<file path="src/sv/dlts_pkg.sv">
`default_nettype none
// ----------------------------------------------------------------------------
// dlts_pkg
// Shared types and constants of the delta-list task scheduler.
// ----------------------------------------------------------------------------
package dlts_pkg;

    localparam int MAX_TASKS     = 16;
    localparam int MS_PER_SECOND = 1000;

    localparam logic [15:0] TPS_RESET = 16'd1000;

    // n / 1000 for 32-bit n: (n * ceil(2^38 / 1000)) >> 38
    localparam int          DIV_SHIFT = 38;
    localparam int          DIV_MUL_W = 29;
    localparam longint      DIV_MUL_L =
        ((64'd1 << DIV_SHIFT) + MS_PER_SECOND - 1) / MS_PER_SECOND;
    localparam logic [DIV_MUL_W-1:0] DIV_MUL = DIV_MUL_L[DIV_MUL_W-1:0];
    localparam int          PROD_W    = 32;
    localparam int          SCALED_W  = PROD_W + DIV_MUL_W;
    localparam int          QUOT_W    = SCALED_W - DIV_SHIFT;

    localparam logic [1:0] OP_ADD      = 2'd0;
    localparam logic [1:0] OP_TICK     = 2'd1;
    localparam logic [1:0] OP_DISPATCH = 2'd2;

    typedef struct packed {
        logic [1:0]  op;
        logic [7:0]  task_id;
        logic [15:0] delay_ms;
        logic [15:0] period_ms;
    } in_req_t;

    typedef struct packed {
        logic       ok;
        logic [7:0] run_task;
    } out_req_t;

    typedef struct packed {
        logic        valid;
        logic [7:0]  task_id;
        logic [15:0] delta;
        logic [15:0] period;
    } cell_data_t;

    typedef struct packed {
        logic pop;
        logic tick;
    } cell_ctrl_t;

    typedef struct packed {
        logic        valid;
        logic [15:0] ticks;
    } tok_t;

    typedef enum logic [2:0] {
        S_IDLE,
        S_EXEC,
        S_CONV,
        S_WALK,
        S_DONE
    } state_t;

endpackage
`default_nettype wire

</file>
<file path="src/sv/dlts_cell.sv">
`default_nettype none
// ----------------------------------------------------------------------------
// dlts_cell
// One list entry: holds task, delta and period, compares the passing
// insertion token, shifts right on insert or left on pop, decrements on tick.
// ----------------------------------------------------------------------------
module dlts_cell
    import dlts_pkg::*;
(
    input  logic       clk,
    input  logic       rst_n,
    input  cell_ctrl_t ctrl,
    input  logic [7:0] new_task,
    input  logic [15:0] new_period,
    input  cell_data_t left_data,
    input  logic       shift_in,
    input  tok_t       tok_in,
    input  cell_data_t right_data,
    output cell_data_t data,
    output cell_data_t pass_data,
    output logic       shift_out,
    output tok_t       tok_out
);

    logic        valid_reg,  valid_next;
    logic [7:0]  task_reg,   task_next;
    logic [15:0] delta_reg,  delta_next;
    logic [15:0] period_reg, period_next;
    logic        tok_valid_reg, tok_valid_next;
    logic [15:0] tok_ticks_reg, tok_ticks_next;
    logic        ins_here;

    assign ins_here = tok_in.valid && (!valid_reg || (tok_in.ticks < delta_reg));

    assign data      = '{valid: valid_reg, task_id: task_reg,
                         delta: delta_reg, period: period_reg};
    assign shift_out = ins_here || shift_in;
    assign tok_out   = '{valid: tok_valid_reg, ticks: tok_ticks_reg};

    always_comb
    begin
        pass_data = data;
        if (ins_here)
        begin
            pass_data.delta = delta_reg - tok_in.ticks;
        end
    end

    always_comb
    begin
        valid_next     = valid_reg;
        task_next      = task_reg;
        delta_next     = delta_reg;
        period_next    = period_reg;
        tok_valid_next = tok_in.valid && !ins_here;
        tok_ticks_next = tok_in.ticks - delta_reg;
        if (ctrl.pop)
        begin
            valid_next  = right_data.valid;
            task_next   = right_data.task_id;
            delta_next  = right_data.delta;
            period_next = right_data.period;
        end
        else if (ins_here)
        begin
            valid_next  = 1'b1;
            task_next   = new_task;
            delta_next  = tok_in.ticks;
            period_next = new_period;
        end
        else if (shift_in)
        begin
            valid_next  = left_data.valid;
            task_next   = left_data.task_id;
            delta_next  = left_data.delta;
            period_next = left_data.period;
        end
        else if (ctrl.tick && valid_reg && (delta_reg != 16'd0))
        begin
            delta_next = delta_reg - 16'd1;
        end
    end

    always_ff @(posedge clk or negedge rst_n)
    begin
        if (!rst_n)
        begin
            valid_reg     <= 1'b0;
            tok_valid_reg <= 1'b0;
        end
        else
        begin
            valid_reg     <= valid_next;
            tok_valid_reg <= tok_valid_next;
        end
    end

    always_ff @(posedge clk)
    begin
        task_reg      <= task_next;
        delta_reg     <= delta_next;
        period_reg    <= period_next;
        tok_ticks_reg <= tok_ticks_next;
    end

endmodule
`default_nettype wire

</file>
<file path="src/sv/dlts_conv.sv">
`default_nettype none
// ----------------------------------------------------------------------------
// dlts_conv
// Milliseconds to ticks: ms * ticks_per_second / 1000, saturated to 16 bits.
// Two multiply stages; done is start passed through v1_reg and v2_reg.
// ----------------------------------------------------------------------------
module dlts_conv
    import dlts_pkg::*;
(
    input  logic        clk,
    input  logic        rst_n,
    input  logic        start,
    input  logic [15:0] ms,
    input  logic [15:0] tps,
    output logic [15:0] ticks,
    output logic        done
);

    logic                v1_reg,     v1_next;
    logic                v2_reg,     v2_next;
    logic [PROD_W-1:0]   prod_reg,   prod_next;
    logic [SCALED_W-1:0] scaled_reg, scaled_next;
    logic [QUOT_W-1:0]   quot;

    assign v1_next     = start;
    assign v2_next     = v1_reg;
    assign prod_next   = PROD_W'(ms) * PROD_W'(tps);
    assign scaled_next = SCALED_W'(prod_reg) * SCALED_W'(DIV_MUL);

    assign quot  = scaled_reg[SCALED_W-1:DIV_SHIFT];
    assign ticks = (quot[QUOT_W-1:16] != '0) ? 16'hFFFF : quot[15:0];
    assign done  = v2_reg;

    always_ff @(posedge clk or negedge rst_n)
    begin
        if (!rst_n)
        begin
            v1_reg <= 1'b0;
            v2_reg <= 1'b0;
        end
        else
        begin
            v1_reg <= v1_next;
            v2_reg <= v2_next;
        end
    end

    always_ff @(posedge clk)
    begin
        prod_reg   <= prod_next;
        scaled_reg <= scaled_next;
    end

endmodule
`default_nettype wire

</file>
<file path="src/sv/delta_list_task_scheduler_core.sv">
`default_nettype none
// ----------------------------------------------------------------------------
// delta_list_task_scheduler_core
// Timer task list kept as a row of cells ordered by due time, each holding
// its tick delta from the entry before it.
// ----------------------------------------------------------------------------
//  channel | signals                          | accepted when
//  --------+----------------------------------+----------------------------
//  in      | in_valid, in_stall, in_data      | in_valid && !in_stall
//  out     | out_valid, out_stall, out_data   | out_valid && !out_stall
//  cfg     | cfg_we, cfg_wdata                | cfg_we
//
//  One request at a time. Tick, dispatch without re-add, op 3 and a refused
//  add go through S_EXEC and S_DONE. An add, or a dispatch with a re-add,
//  goes through S_EXEC, S_CONV, S_WALK and S_DONE, the insertion token
//  travelling one cell a cycle to cell position k (0..MAX_TASKS-1); S_WALK
//  is skipped for k = 0. A finished result waits in the output register
//  while the next request is taken. No clearing pass after reset.
// ----------------------------------------------------------------------------
module delta_list_task_scheduler_core
    import dlts_pkg::*;
(
    input  logic        clk,
    input  logic        rst_n,
    input  logic        cfg_we,
    input  logic [15:0] cfg_wdata,
    input  logic        in_valid,
    output logic        in_stall,
    input  in_req_t     in_data,
    output logic        out_valid,
    input  logic        out_stall,
    output out_req_t    out_data
);

    state_t      state_reg, state_next;
    logic [15:0] tps_reg;
    in_req_t     req_reg,   req_next;
    out_req_t    res_reg,   res_next;
    logic        out_valid_reg, out_valid_next;
    out_req_t    out_data_reg,  out_data_next;

    logic        pop;
    logic        tick;
    logic        conv_start;
    logic [15:0] conv_ms;
    logic [15:0] conv_ticks;
    logic        conv_done;
    tok_t        tok0;
    logic        list_full;
    logic        head_due;
    logic        out_load;

    cell_data_t  cell_q    [MAX_TASKS];
    cell_data_t  cell_pass [MAX_TASKS];
    logic        cell_shift[MAX_TASKS];
    tok_t        cell_tok  [MAX_TASKS];

    genvar gi;
    generate
        for (gi = 0; gi < MAX_TASKS; gi++)
        begin : g_cell
            cell_ctrl_t ctrl;
            cell_data_t left_d;
            cell_data_t right_d;
            logic       sh_in;
            tok_t       t_in;

            if (gi == 0)
            begin : g_first
                assign ctrl   = '{pop: pop, tick: tick};
                assign left_d = '0;
                assign sh_in  = 1'b0;
                assign t_in   = tok0;
            end
            else
            begin : g_rest
                assign ctrl   = '{pop: pop, tick: 1'b0};
                assign left_d = cell_pass[gi-1];
                assign sh_in  = cell_shift[gi-1];
                assign t_in   = cell_tok[gi-1];
            end

            if (gi == MAX_TASKS - 1)
            begin : g_last
                assign right_d = '0;
            end
            else
            begin : g_inner
                assign right_d = cell_q[gi+1];
            end

            dlts_cell u_cell (
                .clk        (clk),
                .rst_n      (rst_n),
                .ctrl       (ctrl),
                .new_task   (req_reg.task_id),
                .new_period (req_reg.period_ms),
                .left_data  (left_d),
                .shift_in   (sh_in),
                .tok_in     (t_in),
                .right_data (right_d),
                .data       (cell_q[gi]),
                .pass_data  (cell_pass[gi]),
                .shift_out  (cell_shift[gi]),
                .tok_out    (cell_tok[gi])
            );
        end
    endgenerate

    dlts_conv u_conv (
        .clk   (clk),
        .rst_n (rst_n),
        .start (conv_start),
        .ms    (conv_ms),
        .tps   (tps_reg),
        .ticks (conv_ticks),
        .done  (conv_done)
    );

    assign list_full = cell_q[MAX_TASKS-1].valid;
    assign head_due  = cell_q[0].valid && (cell_q[0].delta == 16'd0);
    assign out_load  = (state_reg == S_DONE) && (!out_valid_reg || !out_stall);

    assign in_stall  = (state_reg != S_IDLE);
    assign out_valid = out_valid_reg;
    assign out_data  = out_data_reg;

    always_comb
    begin
        state_next = state_reg;
        case (state_reg)
            S_IDLE:
            begin
                if (in_valid)
                begin
                    state_next = S_EXEC;
                end
            end
            S_EXEC:
            begin
                state_next = S_DONE;
                if ((req_reg.op == OP_ADD) && !list_full)
                begin
                    state_next = S_CONV;
                end
                else if ((req_reg.op == OP_DISPATCH) && head_due &&
                         (cell_q[0].period != 16'd0))
                begin
                    state_next = S_CONV;
                end
            end
            S_CONV:
            begin
                if (conv_done)
                begin
                    state_next = cell_shift[MAX_TASKS-1] ? S_DONE : S_WALK;
                end
            end
            S_WALK:
            begin
                if (cell_shift[MAX_TASKS-1])
                begin
                    state_next = S_DONE;
                end
            end
            S_DONE:
            begin
                if (out_load)
                begin
                    state_next = S_IDLE;
                end
            end
            default:
            begin
                state_next = S_IDLE;
            end
        endcase
    end

    always_comb
    begin
        pop            = 1'b0;
        tick           = 1'b0;
        conv_start     = 1'b0;
        conv_ms        = req_reg.delay_ms;
        tok0           = '{valid: 1'b0, ticks: conv_ticks};
        req_next       = req_reg;
        res_next       = res_reg;
        out_data_next  = out_data_reg;
        out_valid_next = out_valid_reg && out_stall;
        case (state_reg)
            S_IDLE:
            begin
                req_next = in_data;
            end
            S_EXEC:
            begin
                res_next = '0;
                case (req_reg.op)
                    OP_ADD:
                    begin
                        if (!list_full)
                        begin
                            res_next.ok = 1'b1;
                            conv_start  = 1'b1;
                        end
                    end
                    OP_TICK:
                    begin
                        tick = 1'b1;
                    end
                    OP_DISPATCH:
                    begin
                        if (head_due)
                        begin
                            pop               = 1'b1;
                            res_next.ok       = 1'b1;
                            res_next.run_task = cell_q[0].task_id;
                            req_next.task_id  = cell_q[0].task_id;
                            req_next.period_ms = cell_q[0].period;
                            conv_ms           = cell_q[0].period;
                            conv_start        = (cell_q[0].period != 16'd0);
                        end
                    end
                    default:
                    begin
                        res_next = '0;
                    end
                endcase
            end
            S_CONV:
            begin
                tok0.valid = conv_done;
            end
            S_DONE:
            begin
                if (out_load)
                begin
                    out_valid_next = 1'b1;
                    out_data_next  = res_reg;
                end
            end
            default:
            begin
                res_next = res_reg;
            end
        endcase
    end

    always_ff @(posedge clk or negedge rst_n)
    begin
        if (!rst_n)
        begin
            state_reg     <= S_IDLE;
            out_valid_reg <= 1'b0;
            tps_reg       <= TPS_RESET;
        end
        else
        begin
            state_reg     <= state_next;
            out_valid_reg <= out_valid_next;
            if (cfg_we)
            begin
                tps_reg <= cfg_wdata;
            end
        end
    end

    always_ff @(posedge clk)
    begin
        req_reg      <= req_next;
        res_reg      <= res_next;
        out_data_reg <= out_data_next;
    end

endmodule
`default_nettype wire

</file>
<file path="config.mk">
export PLATFORM = sky130hd
export DESIGN_NAME = delta_list_task_scheduler_core
export DESIGN_NICKNAME = d
export VERILOG_FILES = /design/src/sv/dlts_pkg.sv /design/src/sv/dlts_cell.sv /design/src/sv/dlts_conv.sv /design/src/sv/delta_list_task_scheduler_core.sv
export SDC_FILE = /design/constraint.sdc
export NUM_CORES = 2
export LEC_CHECK = 0
export BUFFER_PORTS_ARGS = -buffer_cell sky130_fd_sc_hd__buf_4
export CORE_ASPECT_RATIO = 2
export CORE_MARGIN = 2
export CORE_UTILIZATION = 65
export CTS_BUF_LIST = sky130_fd_sc_hd__clkbuf_8
export DETAILED_ROUTE_END_ITERATION = 8
export PLACE_DENSITY = 0.91
export SLEW_MARGIN = 5
export SYNTH_ARGS = -nofsm -noshare
export SYNTH_HDL_FRONTEND = slang
export SYNTH_SLANG_ARGS = --single-unit
</file>
<file path="constraint.sdc">
create_clock -name clk -period 10.6 [get_ports clk]
set_clock_uncertainty 0.2 [all_clocks]
set_input_delay 0.53 -clock clk [delete_from_list [all_inputs] [get_ports clk]]
set_output_delay 0.53 -clock clk [all_outputs]
set_load 0.05 [all_outputs]
</file>
==> results.toml <==
[route]
drt-initial-drc-count = 6631
wl_mm = 277
drcViolationCount = 1
post_drt_wl_per_cell_microns = 24.0
ant_nets = 0
num_vias = 74300
dr.pass1.iters = 9
via_per_inst = 6.44

[timing]
fin_setup_tns_ns = 0
fin_crit_ns = 9.55
rsz0062_at_grt = "false"
slew_violations = 4
setup_viol = 0
slew_headroom_pct = -2.04
fmax_mhz = 105
finalCritPeriodShare_pct = 90.1
tightest_slew_ns = 1.51
hold_viol_final = 0

[clocking]
worstSkewPairLatency_ns = 0.94
htreeDepth = 4
cts_root_buf = "clkbuf_8"
cts_setup_buffers = 0
clock-sinks = 1048
cts_buffers = 166
clk_path_buf_depth = 4
tritoncts = "built"
clk_pin_slew_ns = 0.08
ctsResizeCount = 0
cts_hold_buf = 77

[logic_synthesis]
syn-instance-count = 9754
netlist_area_sq_um = 89500
yosysMostFrequentCell = "inv_1"
synth_seq_cells = 1048
avgSynthCellArea_sq_um = 9.18
synth-main-ff-cell = "edfxtp_1"
ys_warn_count = 0
synth.area.top_cells = "edfxtp_1 22%, ha_1 14%, fa_1 12%"
yosysTopAreaCellShare_pct = 22.1
synth-seq-area-share_pct = 31.1
synth_fp_nets = 11300
synthDistinctLibCells = 95
synth_edf_count = 660
synthTopCellsByCount = "1,400 x inv_1, 1,045 x nand2_1, 974 x ha_1, 843 x o21ai_0, 660 x edfxtp_1"
synth_top_area_cell = "edfxtp_1"
async_reset_ff_share_pct = 5.06

[critical_path]
crit_required_ns = 11.16
r2r_cells = 28
end_kind = "flip-flop"
startpoint = "g_cell[0].u_cell.delta_reg[1]"
rr_startpoint = "g_cell[0].u_cell.delta_reg[1]"
cp_max_fo = 17
crit_path_frequent_cell = "fa_1"
worst_setup_path_start_kind = "flip-flop"
crit_family = "adder cells"
slowest_delay_ns = 0.90
crit_slowest_cell = "nor3_2"
cp_num_buf_inv = 4
cp_num_cells = 28
critPathArrivalTime_ns = 10.11
critical_path_class = "reg -> reg"

[global_route]
grt_max_degree = 265
grt_first_pass_wirelength_mm = 427
grt_use_total_pct = 39.5
antenna_found_initial = 13
gr-total-overflow = 0
grt_pass1_vias = 78900

[placement]
globalplace.congestion = 1.06
port_buffers = 73
hpwl_mm = 203

[floorplanning]
core-area_sq_um = 137000
fp.dieArea_sq_um = 141000
num_rows = 192
start_util_pct = 65.5
io_pins = 74
die_x_microns = 266
die_h_microns = 529

[layout]
area.growth.synth_to_final_pct = 6.28
drive_gt1_share_pct = 5.09
num-nets-final = 11200

[status]
violations = "DRC, capacitance limit, slew limit"
status = "finished with violations"

[job]
cap_violations = 2

[worst_hold_path]
min_path_cells = 0
hp-start = "u_conv.v1_reg"
hold_class = "reg -> reg"
## logic make-up after synthesis
logic type / synth area share, %
xor gates and xnor gates: 3.38
AOI/OAI and AO/OA: 15.4
muxes: 4.87
DFF: 31.1
buffers and inverters: 8.05
adders and majority gates: 25.3
and+or+nand+nor: 11.8
## layer usage
| metal | vias up | routed length [microns] | GRT usage, % | part of all wire [%] |
|---|---|---|---|---|
| li1 | 33000 | - | - | - |
| met2 | 4177 | 137000 | 68.8 | 49 |
| met3 | 1747 | 22100 | 8.99 | 8.0 |
| met1 | 35400 | 85000 | 37.0 | 31 |
| met4 | 4 | 33000 | 40.2 | 12 |
| met5 | - | 32 | 0 | 0.012 |
## placed cells by master, fill, tap and decap left out, types with 335 or more instances in the layout
cell      instances
edfxtp_1        660
dfxtp_1         335
inv_1          1451
a21oi_1         439
ha_1            974
mux2i_1         385
nand2_1        1038
nor2_1          433
o21ai_0         841
fa_1            522
## area by class of cell
type | instances | area, sq um
clock buffer | 187 | 2570
tap | 1746 | 2180
clock inverter | 106 | 677
sequential | 1048 | 27900
inverter | 1400 | 5260
antenna | 15 | 37.5
fill | 9861 | 41600
timing repair buffer | 223 | 1890
multi-input combinational | 6816 | 54600
## through the flow
step	instances	area, sq um	setup WS (ns)	utilization, %	hold WS [ns]
5_1_grt	11500	95100	0.485	69.6	0.121
2_1_floorplan	9754	89500	2.80	-	0.0344
3_3_place_gp	11200	91000	1.38	66.6	0.139
3_5_place_dp	11200	91000	1.24	66.6	0.143
6_report	11500	95100	1.05	69.6	0.117
4_1_cts	11500	95100	1.19	69.5	0.112
## path summary, 6_finish.rpt
check                                                 end  slack, ns
min in group asynchronous  g_cell[7].u_cell.tok_valid_reg       0.15
setup reg to reg                      u_conv.prod_reg[31]       1.05
hold reg to reg                               u_conv.done       0.12
max in group asynchronous                     tps_reg[11]       9.38
hold / removal                                u_conv.done       0.12
setup / recovery                      u_conv.prod_reg[31]       1.05
Power is left out: the tool's default activity adds up to more than one toggle a clock period on the data nets, which glitch-free logic cannot reach.
